File: config.mk
export PLATFORM = sky130hd
export DESIGN_NAME = quad_encoder_button_decoder
export DESIGN_NICKNAME = d
export VERILOG_FILES = /design/src/hw/rtl/qebd_pkg.sv /design/src/hw/rtl/qebd_front.sv /design/src/hw/rtl/qebd_fifo.sv /design/src/hw/rtl/qebd_back.sv /design/src/hw/rtl/quad_encoder_button_decoder.sv
export SDC_FILE = /design/constraint.sdc
export NUM_CORES = 2
export LEC_CHECK = 0
export ABC_AREA = 1
export BUFFER_PORTS_ARGS = -buffer_cell sky130_fd_sc_hd__buf_2
export CORE_MARGIN = 3
export CORE_UTILIZATION = 45
export CTS_CLUSTER_DIAMETER = 60
export DETAILED_ROUTE_END_ITERATION = 6
export GPL_ROUTABILITY_DRIVEN = 0
export PLACE_DENSITY = 0.6
export SLEW_MARGIN = 0
export SYNTH_ARGS = -nofsm -noshare
export SYNTH_HDL_FRONTEND = slang
export SYNTH_SLANG_ARGS = --single-unit
File: constraint.sdc
create_clock -name clock -period 5.4 [get_ports clock]
set_clock_uncertainty 0.2 [all_clocks]
set_input_delay 0.54 -clock clock [delete_from_list [all_inputs] [get_ports clock]]
set_output_delay 0.54 -clock clock [all_outputs]
set_load 0.005 [all_outputs]
File: src/hw/rtl/qebd_pkg.sv
// ----------------------------------------------------------------------------
// qebd_pkg
// Shared types, constants and the quadrature step function for the
// encoder and button decoder.
// ----------------------------------------------------------------------------
package qebd_pkg;

   // Number of encoder slots that the ports provide for.
   localparam int MAX_ENCODERS = 4;

   // Field widths of one transaction.
   localparam int PIN_WORD_WIDTH  = 16;
   localparam int TIME_WIDTH      = 32;
   localparam int POSITION_WIDTH  = 32;
   localparam int DEBOUNCE_WIDTH  = 16;
   localparam int PIN_MAP_WIDTH   = 48;
   localparam int PIN_SEL_WIDTH   = 4;
   localparam int ENC_FIELD_WIDTH = 3 * PIN_SEL_WIDTH;

   // Slots of the A, B and switch pin selects inside one encoder field.
   localparam int SLOT_A      = 0;
   localparam int SLOT_B      = 1;
   localparam int SLOT_SWITCH = 2;

   // Configuration port layout: registers sit on 8-byte boundaries.
   localparam int CSR_ADDR_WIDTH = 4;
   localparam int CSR_DATA_WIDTH = 64;
   localparam logic REG_DEBOUNCE = 1'b0;
   localparam logic REG_PIN_MAP  = 1'b1;

   // Register reset values.
   localparam logic [DEBOUNCE_WIDTH-1:0] DEBOUNCE_RESET = 16'd20;
   localparam logic [PIN_MAP_WIDTH-1:0]  PIN_MAP_RESET  = 48'h567DCBA98234;

   // Depth of the queue between the front and back sections.
   localparam int QUEUE_DEPTH = 2;

   // Step decoded from one A/B transition.
   typedef logic [1:0] step_type;
   localparam step_type STEP_NONE = 2'b00;
   localparam step_type STEP_UP   = 2'b01;
   localparam step_type STEP_DOWN = 2'b10;

   // One classified sample travelling from front to back.
   typedef struct packed {
      step_type [MAX_ENCODERS-1:0]  step;
      logic [MAX_ENCODERS-1:0]      fall;
      logic [TIME_WIDTH-1:0]        time_ms;
      logic [MAX_ENCODERS-1:0]      zero_mask;
      logic [MAX_ENCODERS-1:0]      ack_mask;
   } entry_type;

   // Gray-code quadrature table: previous {B,A} against current {B,A}.
   // Unchanged pins and double steps give no count.
   function automatic step_type quad_step(input logic [1:0] last_ab,
                                          input logic [1:0] cur_ab);
      step_type result;
      case ({last_ab, cur_ab})
         4'b0001, 4'b0111, 4'b1000, 4'b1110: result = STEP_UP;
         4'b0010, 4'b0100, 4'b1011, 4'b1101: result = STEP_DOWN;
         default:                            result = STEP_NONE;
      endcase
      return result;
   endfunction

endpackage

File: src/hw/rtl/qebd_front.sv
// ----------------------------------------------------------------------------
// qebd_front
// Accepts pin samples, picks the A, B and switch pins of every encoder and
// classifies each encoder into a step direction and a switch falling edge.
// ----------------------------------------------------------------------------
module qebd_front #(
   parameter int ENCODER_COUNT = 4
) (
   input  logic                                      clock,
   input  logic                                      reset,
   input  logic                                      req_valid,
   output logic                                      req_ready,
   input  logic [qebd_pkg::PIN_WORD_WIDTH-1:0]       req_pin_word,
   input  logic [qebd_pkg::TIME_WIDTH-1:0]           req_time_ms,
   input  logic [qebd_pkg::MAX_ENCODERS-1:0]         req_zero_mask,
   input  logic [qebd_pkg::MAX_ENCODERS-1:0]         req_ack_mask,
   input  logic [qebd_pkg::PIN_MAP_WIDTH-1:0]        pin_map,
   input  logic                                      queue_full,
   output logic                                      push,
   output qebd_pkg::entry_type                       entry
);
   import qebd_pkg::*;

   logic [MAX_ENCODERS-1:0][1:0] last_ab_ff;
   logic [MAX_ENCODERS-1:0][1:0] last_ab_in;
   logic [MAX_ENCODERS-1:0]      last_sw_ff;
   logic [MAX_ENCODERS-1:0]      last_sw_in;
   logic [MAX_ENCODERS-1:0][1:0] cur_ab;
   logic [MAX_ENCODERS-1:0]      cur_sw;

   // A transaction is taken whenever the queue has room.
   assign req_ready = !queue_full;
   assign push      = req_valid && req_ready;

   // Pin selection and classification for every encoder slot.
   always_comb begin
      entry.time_ms   = req_time_ms;
      entry.zero_mask = req_zero_mask;
      entry.ack_mask  = req_ack_mask;
      for (int i = 0; i < MAX_ENCODERS; i++) begin
         cur_ab[i][0] = req_pin_word[pin_map[i*ENC_FIELD_WIDTH + SLOT_A*PIN_SEL_WIDTH
                                             +: PIN_SEL_WIDTH]];
         cur_ab[i][1] = req_pin_word[pin_map[i*ENC_FIELD_WIDTH + SLOT_B*PIN_SEL_WIDTH
                                             +: PIN_SEL_WIDTH]];
         cur_sw[i]    = req_pin_word[pin_map[i*ENC_FIELD_WIDTH + SLOT_SWITCH*PIN_SEL_WIDTH
                                             +: PIN_SEL_WIDTH]];
         if (i < ENCODER_COUNT) begin
            entry.step[i] = quad_step(last_ab_ff[i], cur_ab[i]);
            entry.fall[i] = last_sw_ff[i] && !cur_sw[i];
            last_ab_in[i] = push ? cur_ab[i] : last_ab_ff[i];
            last_sw_in[i] = push ? cur_sw[i] : last_sw_ff[i];
         end else begin
            entry.step[i] = STEP_NONE;
            entry.fall[i] = 1'b0;
            last_ab_in[i] = last_ab_ff[i];
            last_sw_in[i] = last_sw_ff[i];
         end
      end
   end

   // Previous pin levels; idle pins are pulled high after reset.
   always_ff @(posedge clock) begin
      if (reset) begin
         last_ab_ff <= {MAX_ENCODERS{2'b11}};
         last_sw_ff <= {MAX_ENCODERS{1'b1}};
      end else begin
         last_ab_ff <= last_ab_in;
         last_sw_ff <= last_sw_in;
      end
   end

endmodule

File: src/hw/rtl/qebd_fifo.sv
// ----------------------------------------------------------------------------
// qebd_fifo
// Short queue of classified samples between the front and back sections.
// ----------------------------------------------------------------------------
module qebd_fifo (
   input  logic                 clock,
   input  logic                 reset,
   input  logic                 push,
   input  qebd_pkg::entry_type  push_entry,
   output logic                 full,
   input  logic                 pop,
   output logic                 pop_valid,
   output qebd_pkg::entry_type  pop_entry
);
   import qebd_pkg::*;

   localparam int PTR_WIDTH = (QUEUE_DEPTH > 1) ? $clog2(QUEUE_DEPTH) : 1;
   localparam int CNT_WIDTH = $clog2(QUEUE_DEPTH + 1);
   localparam logic [PTR_WIDTH-1:0] LAST_PTR = PTR_WIDTH'(QUEUE_DEPTH - 1);
   localparam logic [CNT_WIDTH-1:0] FULL_COUNT = CNT_WIDTH'(QUEUE_DEPTH);

   entry_type                entries_ff [QUEUE_DEPTH];
   logic [PTR_WIDTH-1:0]     wr_ptr_ff;
   logic [PTR_WIDTH-1:0]     wr_ptr_in;
   logic [PTR_WIDTH-1:0]     rd_ptr_ff;
   logic [PTR_WIDTH-1:0]     rd_ptr_in;
   logic [CNT_WIDTH-1:0]     count_ff;
   logic [CNT_WIDTH-1:0]     count_in;

   assign full      = (count_ff == FULL_COUNT);
   assign pop_valid = (count_ff != '0);
   assign pop_entry = entries_ff[rd_ptr_ff];

   // Pointer and occupancy update.
   always_comb begin
      wr_ptr_in = wr_ptr_ff;
      rd_ptr_in = rd_ptr_ff;
      count_in  = count_ff;
      if (push) begin
         wr_ptr_in = (wr_ptr_ff == LAST_PTR) ? '0 : wr_ptr_ff + 1'b1;
      end
      if (pop) begin
         rd_ptr_in = (rd_ptr_ff == LAST_PTR) ? '0 : rd_ptr_ff + 1'b1;
      end
      if (push && !pop) begin
         count_in = count_ff + 1'b1;
      end else if (pop && !push) begin
         count_in = count_ff - 1'b1;
      end
   end

   always_ff @(posedge clock) begin
      if (reset) begin
         wr_ptr_ff <= '0;
         rd_ptr_ff <= '0;
         count_ff  <= '0;
      end else begin
         wr_ptr_ff <= wr_ptr_in;
         rd_ptr_ff <= rd_ptr_in;
         count_ff  <= count_in;
      end
   end

   // Entry storage needs no reset.
   always_ff @(posedge clock) begin
      if (push) begin
         entries_ff[wr_ptr_ff] <= push_entry;
      end
   end

`ifndef SYNTHESIS
   a_no_push_when_full: assert property (@(posedge clock) disable iff (reset)
      push |-> (count_ff != FULL_COUNT))
      else $error("queue written while full");

   a_no_pop_when_empty: assert property (@(posedge clock) disable iff (reset)
      pop |-> (count_ff != '0))
      else $error("queue read while empty");
`endif

endmodule

File: src/hw/rtl/qebd_back.sv
// ----------------------------------------------------------------------------
// qebd_back
// Applies classified samples: clears and counts positions, debounces
// switch presses and holds the sticky press flags shown on the result port.
// ----------------------------------------------------------------------------
module qebd_back #(
   parameter int ENCODER_COUNT = 4
) (
   input  logic                                                    clock,
   input  logic                                                    reset,
   input  logic                                                    entry_valid,
   input  qebd_pkg::entry_type                                     entry,
   output logic                                                    entry_pop,
   input  logic [qebd_pkg::DEBOUNCE_WIDTH-1:0]                     debounce_ms,
   output logic                                                    rsp_valid,
   input  logic                                                    rsp_ready,
   output logic [qebd_pkg::MAX_ENCODERS-1:0][qebd_pkg::POSITION_WIDTH-1:0] position,
   output logic [qebd_pkg::MAX_ENCODERS-1:0]                       pressed_mask
);
   import qebd_pkg::*;

   logic                                          rsp_valid_ff;
   logic                                          rsp_valid_in;
   logic [MAX_ENCODERS-1:0][POSITION_WIDTH-1:0]   position_ff;
   logic [MAX_ENCODERS-1:0][POSITION_WIDTH-1:0]   position_in;
   logic [MAX_ENCODERS-1:0][POSITION_WIDTH-1:0]   position_base;
   logic [MAX_ENCODERS-1:0][TIME_WIDTH-1:0]       press_time_ff;
   logic [MAX_ENCODERS-1:0][TIME_WIDTH-1:0]       press_time_in;
   logic [MAX_ENCODERS-1:0][TIME_WIDTH-1:0]       elapsed;
   logic [MAX_ENCODERS-1:0]                       press_ff;
   logic [MAX_ENCODERS-1:0]                       press_in;

   // The state itself is the result; a new sample is applied only once
   // the previous result has been taken.
   assign entry_pop    = entry_valid && (!rsp_valid_ff || rsp_ready);
   assign rsp_valid_in = entry_pop || (rsp_valid_ff && !rsp_ready);
   assign rsp_valid    = rsp_valid_ff;
   assign position     = position_ff;
   assign pressed_mask = press_ff;

   // Per-encoder update: masks act first, then the step and the press.
   always_comb begin
      for (int i = 0; i < MAX_ENCODERS; i++) begin
         position_base[i] = entry.zero_mask[i] ? '0 : position_ff[i];
         elapsed[i]       = entry.time_ms - press_time_ff[i];
         position_in[i]   = position_ff[i];
         press_time_in[i] = press_time_ff[i];
         press_in[i]      = press_ff[i];
         if (entry_pop && (i < ENCODER_COUNT)) begin
            case (entry.step[i])
               STEP_UP:   position_in[i] = position_base[i] + 1'b1;
               STEP_DOWN: position_in[i] = position_base[i] - 1'b1;
               default:   position_in[i] = position_base[i];
            endcase
            press_in[i] = press_ff[i] && !entry.ack_mask[i];
            if (entry.fall[i] && (elapsed[i] > {{(TIME_WIDTH-DEBOUNCE_WIDTH){1'b0}},
                                                debounce_ms})) begin
               press_in[i]      = 1'b1;
               press_time_in[i] = entry.time_ms;
            end
         end
      end
   end

   always_ff @(posedge clock) begin
      if (reset) begin
         rsp_valid_ff  <= 1'b0;
         position_ff   <= '0;
         press_time_ff <= '0;
         press_ff      <= '0;
      end else begin
         rsp_valid_ff  <= rsp_valid_in;
         position_ff   <= position_in;
         press_time_ff <= press_time_in;
         press_ff      <= press_in;
      end
   end

`ifndef SYNTHESIS
   a_position_holds: assert property (@(posedge clock) disable iff (reset)
      !entry_pop |=> $stable(position_ff))
      else $error("position changed without a sample");

   a_press_holds: assert property (@(posedge clock) disable iff (reset)
      !entry_pop |=> $stable(press_ff))
      else $error("press flags changed without a sample");

   a_pop_gives_result: assert property (@(posedge clock) disable iff (reset)
      entry_pop |=> rsp_valid_ff)
      else $error("applied sample produced no result");
`endif

endmodule

File: src/hw/rtl/quad_encoder_button_decoder.sv
// An accepted transaction is written into the queue; the state update then applies
// it to the registered positions and press flags, which form the result.
// Throughput: one transaction per cycle while the queue has room; the two-entry
// queue between the classifier and the state update absorbs result-side stalls.
// Reset (synchronous, active high): registers return to their defaults, pins
// are taken as pulled high, positions and press state clear, the queue empties.
// ----------------------------------------------------------------------------
// quad_encoder_button_decoder
// Decodes up to four rotary encoders with push switches from captured pin
// words into wrapping positions and debounced sticky press flags.
// ----------------------------------------------------------------------------
module quad_encoder_button_decoder #(
   parameter int ENCODER_COUNT = 4
) (
   input  logic                                   clock,
   input  logic                                   reset,
   // Sample transactions
   input  logic                                   req_valid,
   output logic                                   req_ready,
   input  logic [qebd_pkg::PIN_WORD_WIDTH-1:0]    req_pin_word,
   input  logic [qebd_pkg::TIME_WIDTH-1:0]        req_time_ms,
   input  logic [qebd_pkg::MAX_ENCODERS-1:0]      req_zero_mask,
   input  logic [qebd_pkg::MAX_ENCODERS-1:0]      req_ack_mask,
   // Result transactions
   output logic                                   rsp_valid,
   input  logic                                   rsp_ready,
   output logic signed [qebd_pkg::POSITION_WIDTH-1:0] rsp_position_0,
   output logic signed [qebd_pkg::POSITION_WIDTH-1:0] rsp_position_1,
   output logic signed [qebd_pkg::POSITION_WIDTH-1:0] rsp_position_2,
   output logic signed [qebd_pkg::POSITION_WIDTH-1:0] rsp_position_3,
   output logic [qebd_pkg::MAX_ENCODERS-1:0]      rsp_pressed_mask,
   // Configuration port
   input  logic                                   psel,
   input  logic                                   penable,
   input  logic                                   pwrite,
   input  logic [qebd_pkg::CSR_ADDR_WIDTH-1:0]    paddr,
   input  logic [qebd_pkg::CSR_DATA_WIDTH-1:0]    pwdata,
   output logic [qebd_pkg::CSR_DATA_WIDTH-1:0]    prdata,
   output logic                                   pready
);
   import qebd_pkg::*;

   logic [DEBOUNCE_WIDTH-1:0]                     debounce_ff;
   logic [DEBOUNCE_WIDTH-1:0]                     debounce_in;
   logic [PIN_MAP_WIDTH-1:0]                      pin_map_ff;
   logic [PIN_MAP_WIDTH-1:0]                      pin_map_in;
   logic                                          csr_write;
   logic                                          reg_index;
   logic                                          push;
   logic                                          queue_full;
   entry_type                                     push_entry;
   logic                                          pop;
   logic                                          pop_valid;
   entry_type                                     pop_entry;
   logic [MAX_ENCODERS-1:0][POSITION_WIDTH-1:0]   position;

   // Register file: the upper address bit selects the register.
   assign pready    = 1'b1;
   assign csr_write = psel && penable && pwrite && pready;
   assign reg_index = paddr[CSR_ADDR_WIDTH-1];

   always_comb begin
      debounce_in = debounce_ff;
      pin_map_in  = pin_map_ff;
      if (csr_write) begin
         case (reg_index)
            REG_DEBOUNCE: debounce_in = pwdata[DEBOUNCE_WIDTH-1:0];
            REG_PIN_MAP:  pin_map_in  = pwdata[PIN_MAP_WIDTH-1:0];
            default:      debounce_in = debounce_ff;
         endcase
      end
   end

   always_comb begin
      case (reg_index)
         REG_DEBOUNCE: prdata = {{(CSR_DATA_WIDTH-DEBOUNCE_WIDTH){1'b0}}, debounce_ff};
         REG_PIN_MAP:  prdata = {{(CSR_DATA_WIDTH-PIN_MAP_WIDTH){1'b0}}, pin_map_ff};
         default:      prdata = '0;
      endcase
   end

   always_ff @(posedge clock) begin
      if (reset) begin
         debounce_ff <= DEBOUNCE_RESET;
         pin_map_ff  <= PIN_MAP_RESET;
      end else begin
         debounce_ff <= debounce_in;
         pin_map_ff  <= pin_map_in;
      end
   end

   // Classifier section.
   qebd_front #(
      .ENCODER_COUNT (ENCODER_COUNT)
   ) u_front (
      .clock         (clock),
      .reset         (reset),
      .req_valid     (req_valid),
      .req_ready     (req_ready),
      .req_pin_word  (req_pin_word),
      .req_time_ms   (req_time_ms),
      .req_zero_mask (req_zero_mask),
      .req_ack_mask  (req_ack_mask),
      .pin_map       (pin_map_ff),
      .queue_full    (queue_full),
      .push          (push),
      .entry         (push_entry)
   );

   // Queue between the sections.
   qebd_fifo u_fifo (
      .clock      (clock),
      .reset      (reset),
      .push       (push),
      .push_entry (push_entry),
      .full       (queue_full),
      .pop        (pop),
      .pop_valid  (pop_valid),
      .pop_entry  (pop_entry)
   );

   // State update and result section.
   qebd_back #(
      .ENCODER_COUNT (ENCODER_COUNT)
   ) u_back (
      .clock        (clock),
      .reset        (reset),
      .entry_valid  (pop_valid),
      .entry        (pop_entry),
      .entry_pop    (pop),
      .debounce_ms  (debounce_ff),
      .rsp_valid    (rsp_valid),
      .rsp_ready    (rsp_ready),
      .position     (position),
      .pressed_mask (rsp_pressed_mask)
   );

   assign rsp_position_0 = $signed(position[0]);
   assign rsp_position_1 = $signed(position[1]);
   assign rsp_position_2 = $signed(position[2]);
   assign rsp_position_3 = $signed(position[3]);

endmodule
After elaboration in Yosys (flattened, before gate mapping)
Memories as Yosys holds them, arrays and structs flattened. A register that Yosys moved wholly into a read port is not among the register bits.
Index checks and enable logic that the tools add are counted.
Storage, ports and cells
  memory bits (read-only): 128
  output and inout bits: 199
  memories: 5
  word-level logic and storage cells: 154
  flip-flop bits (word level): 341
  bits of input ports: 131
  bits in writable memories: 104
Cells by class
  bitwise logic cells: 1
  reduce and logical (&&, ||, !) cells: 42
  $lt $le $gt $ge: 16
  equality and inequality tests: 9
  multiplexer cells: 45
  add/sub/neg operators: 16
Memory list
  u_fifo.entries_ff: words 2, width 52, read ports 1, clocked after Yosys merged registers in 1, write ports 1, RTL line qebd_fifo.sv:22  | entry_type entries_ff [QUEUE_DEPTH];
  (name not given): words 16, width 2, read ports 1, clocked after Yosys merged registers in 0, write ports 0, RTL line qebd_pkg.sv:58  | case ({last_ab, cur_ab})
  (name not given): words 16, width 2, read ports 1, clocked after Yosys merged registers in 0, write ports 0, RTL line qebd_pkg.sv:58
  (name not given): words 16, width 2, read ports 1, clocked after Yosys merged registers in 0, write ports 0, RTL line qebd_pkg.sv:58
  (name not given): words 16, width 2, read ports 1, clocked after Yosys merged registers in 0, write ports 0, RTL line qebd_pkg.sv:58
Operator list (number)
  $pmux W32 S2: 4
  $add A32 B1 Y32 const B: 4
  $gt A32 B16 Y1: 4
  $mux W32: 4
  $pmux W64 S2: 1
  $sub A32 B1 Y32 const B: 4
  $sub A32 B32 Y32: 4
  $lt A4 B5 Y1 const B: 12
  $bmux W1 S4: 12
  $mux W1: 22
  $logic_and A1 B1 Y1: 19
  $logic_not A1 Y1: 13
  $reduce_and A2 Y1: 6
  $eq A2 B2 Y1 const B: 5
  $eq A2 B1 Y1 const B: 4
  $mux W2: 2
  $reduce_bool A2 Y1: 2
  $add A1 B1 Y1 const B: 2
  $add A2 B1 Y2 const B: 1
  $logic_or A1 B1 Y1: 2
  $sub A2 B1 Y2 const B: 1
  $not A1 Y1: 1

Depth between registers and ports, before layout
  word-level depth: 7
  depth in mapped cells: 34
  mapped depth without buffers: 30

By module
A second synthesis with hierarchy kept.
Unflattened totals
  cell total of the unflattened synthesis: 6660
  area, all modules: 40876.7 um^2
By module, submodules not included
  qebd_back: times used 1, area each 30645.6 um^2, sequential area each 5225.0 um^2, cells each 5420
  qebd_fifo: times used 1, area each 4234.1 um^2, sequential area each 3223.1 um^2, cells each 195
  quad_encoder_button_decoder: times used 1, area each 3083.0 um^2, sequential area each 1281.2 um^2, cells each 491
  qebd_front: times used 1, area each 2914.0 um^2, sequential area each 240.2 um^2, cells each 554

Worst setup path before layout
OpenSTA, ideal clock, no wires.
  path kind: flip-flop to flip-flop
  from: register with a tool-made name
  to: register u_back.press_time_ff[100] (netlist name)
  cell stages (with the launch flop): 28
  buffers on the path: 5
  slack: 0.910 ns
  arrival: 4.175 ns
  data required time: 5.085 ns
  clock period less this slack: 4.490 ns
  cells stage by stage: dfxtp_1 buf_4 clkbuf_1 buf_1 o21ai_1 inv_1 ha_1 nand3_1 nand2_2 nand2_1 nand2_2 nand2_1 nand2_1 xor2_1 ha_1 nand2_1 nor4_1 nand3_1 nand2_1 nand3_1 nor2_1 nand2_1 nor2_1 nand2_1 buf_6 buf_6 a21oi_1 nor2_1
RTL lines
  end signal, assigned: RTL line qebd_back.sv:74  | press_time_ff <= press_time_in;
  end, declared: RTL line qebd_back.sv:27  | logic [MAX_ENCODERS-1:0][TIME_WIDTH-1:0] press_time_ff;

==> reports/metrics.cfg <==
[worst_hold_path]
hold_depth=3
min_to=pin_map_ff[47]
hold_start=pwdata[47]
hold_path_class=primary input to register

[clock_network]
clock_latency_ps=630
htreeDepth=3
clk_pin_slew_ps=60
numCtsBuffers=69
cts_tree=done
cts_buffer_depth=3
root_buffer=clkbuf_16
postCtsSetupBuffers=0
cts.sinks=446

[power_and_ir_drop]
power_frac_comb=0.688
pwr-share-seq=0.166
p_sw_w=0.01644
p_leak_nw=22.76
powerDensity_mw_per_mm2=682.7
p_clk_frac=0.147
netSwitchingFraction=0.5289
p_int_w=0.01464
peakVddDrop_v=0.0004296

[critical_path]
r2r_end=u_back.press_time_ff[100]
critPathKind=register to register
r2r_slack_ps=380
cp_cell_sequence=inv_2, or2_2, o21ai_0, inv_1, ha_1, nand2_1, inv_1, a21oi_1, nand3_1, xor2_1, ha_1, nand2_1, nor4_2, nand3_1, nand2_1, nand3_1, nor2_1, nand2_1, nor2_1, nand2_2, buf_4, nand3_1, nand2_1, nor2_1
critPathCaptureType=register
cp_top_family=simple AND/OR/NAND/NOR gates
crit_arrival_ps=5380
cp_max_fo=51
worstSetupStartpointType=register
worst_path_max_delay_cell=ha_1
crit_top_cell=nand2_1
cp_num_buf_inv=4
crit_required_ps=5760
max_stage_delay_ps=430
rr_worst_depth=24

[floorplanning]
core_sq_mm=0.08716
die_area_sq_mm=0.09189
die-width_um=303.1
start_util=0.4558
rows=108
fp.dieH_um=303.1
ios=330

[placement]
dpl.hpwl_um=103200
dp_cells=7802
portBuffers=293

[synthesis]
async_flop_share=0
yosys-top-cells-area=nand2_1 (17%), dfxtp_1 (17%), ha_1 (10%)
yosysWarnings=0
post_synth.cell_area_avg_sq_um=6.098
synth_ff_type=dfxtp_1
syn_area_sq_mm=0.03973
yosysTopAreaCell=nand2_1
syn_inst=6515
synth-edff-count=104
seq_area_frac_synth=0.2509
yosysTopAreaCellShare=0.1734
yosysUniqueCellTypes=52
ys_ff_latch=446

[final_layout]
drive_gt1_frac=0.08429
area_delta_synth_final_pct=14.57
stdcell_count=8024
finalNetCount=7264
layout_common_cells=nand2_1 (1831), inv_1 (1000), a21oi_1 (695)
final_common_cell=nand2_1
fillCellCount=9124

[sta]
slew_headroom=0.1777
report.final.slew_viol_count=0
finalHoldViolCount=0
fin_crit_sh=0.9296
setup_viol_count_final=0
post-route-min-period_ps=5020
tightest_slew_ps=1221
whs_ps=41.80
fmaxAchievable_ghz=0.1992

[route]
vias=42610
dr.pass1.iters=6
drt_wl_total_um=134900
drt_iter0_markers=3290
ant_nets=0
via_per_inst=5.311
wl_per_cell_um=16.82
drc_errors=0

[global_routing]
grt.total_usage=0.2870
grt_pass1_vias=38970
grt_first_pass_wirelength_um=210300
antenna_found_initial=17
gr-total-overflow=0
grt_max_degree=150

[flow_run]
maxCapViolCount=0

[status]
status=complete, no violations

[area by class of cell]
type                    instances  area (sq um)  share of cell area
repair buffers                460          3025             0.06646
clock buffers                  86          1913             0.04203
multi-input cells            4807         24900              0.5469
well taps                    1155          1445             0.03175
flip-flops and latches        446          9971              0.2190
inverters                    1020          3834             0.08422
diodes                         12         30.03           0.0006597
clock inverters                38         404.1            0.008879
[kinds of logic after synthesis]
group           share of synthesized area
buf+inv                            0.1263
other cells                     0.0001890
fa+ha+maj                          0.1051
xor+xnor                          0.02932
mux                              0.002834
compound gates                     0.1703
simple gates                       0.3150
flops                              0.2509
[tightest hold or removal path, cell delays in order]
cell and delay, ps:
buf_2 80, o21ai_0 70, a21oi_1 140
[worst max-delay path by stage]
| stage | cells past startpoint | end |
|---|---|---|
| finish | 24 | u_back.press_time_ff[100] |
| global route | 29 | u_back.press_time_ff[113] |
| CTS | 27 | u_back.press_time_ff[113] |
| detailed placement | 27 | u_back.press_time_ff[98] |
| global placement | 27 | u_back.press_time_ff[99] |
| floorplan | 27 | u_back.press_time_ff[100] |
[metrics by stage]
stage / area, sq um / setup WS (ps) / setup TNS [ps] / power [W] / utilization
finish: 45520 / 379.9 / 0 / 0.03108 / 0.5223
global route: 45510 / -38.83 / -86.02 / 0.03426 / 0.5221
CTS: 45480 / 243.3 / 0 / 0.03098 / 0.5218
detailed placement: 42300 / 275.6 / 0 / 0.02622 / 0.4853
global placement: 42300 / 392.8 / 0 / 0.02597 / 0.4853
floorplan: 39790 / 909.5 / 0 / 0.02032 / -
[layer usage]
metal | share of wire | vias to the layer above | wire length, um | track usage
li1 | - | 21570 | - | -
met1 | 0.45 | 19590 | 61030 | 0.3882
met2 | 0.46 | 1214 | 61430 | 0.4743
met3 | 0.062 | 227 | 8362 | 0.03617
met4 | 0.030 | 10 | 4041 | 0.09346
met5 | 0.00051 | - | 69 | 0
[flip-flops by register name, indices dropped and copies added, names as in the netlist, named ones only]
name and flops:
u_back.pressed_mask 4, debounce_ff 16, u_front.last_sw_ff 4, u_back.rsp_valid 1
u_fifo.rd_ptr_ff 1, u_fifo.entries_ff 104, u_back.position 128, u_back.press_time_ff 128
u_front.last_ab_ff 8, u_fifo.count_ff 2, u_fifo.wr_ptr_ff 1, pin_map_ff 48
[Yosys cell counts (10+ instances only)]
cell type	number
o211ai_1	65
o221ai_1	13
ha_1	321
nor4_1	13
nand2_1	1835
a211oi_1	10
nand2_2	10
edfxtp_1	104
nor2_1	627
inv_1	1004
o22ai_1	13
xnor2_1	36
o21ai_0	329
o21bai_1	30
a21oi_1	699
inv_2	12
clkbuf_1	187
nand4_1	38
dfxtp_1	342
nand3_1	412
buf_6	18
buf_4	18
a21o_1	21
or2_2	31
buf_2	16
a31oi_1	18
nor3_1	60
xor2_1	97
buf_1	18
o21a_1	11
nand3b_1	15
[power by group through the flow]
stage	combinational (W)	sequential [W]	clock, W
5_1_grt	0.0242	0.00526	0.00479
4_1_cts	0.0212	0.00514	0.00466
2_1_floorplan	0.0153	0.00504	0
3_5_place_dp	0.0210	0.00519	0
3_3_place_gp	0.0208	0.00519	0
6_report	0.0214	0.00515	0.00456
[what timing repair did]
action                                 4_1_cts  5_1_grt
setup endpoints to repair                    0       57
resized for setup                            0        5
hold buffers                                86        0
endpoints found under the hold margin      135        0
Power figures use the tool's default switching activity.
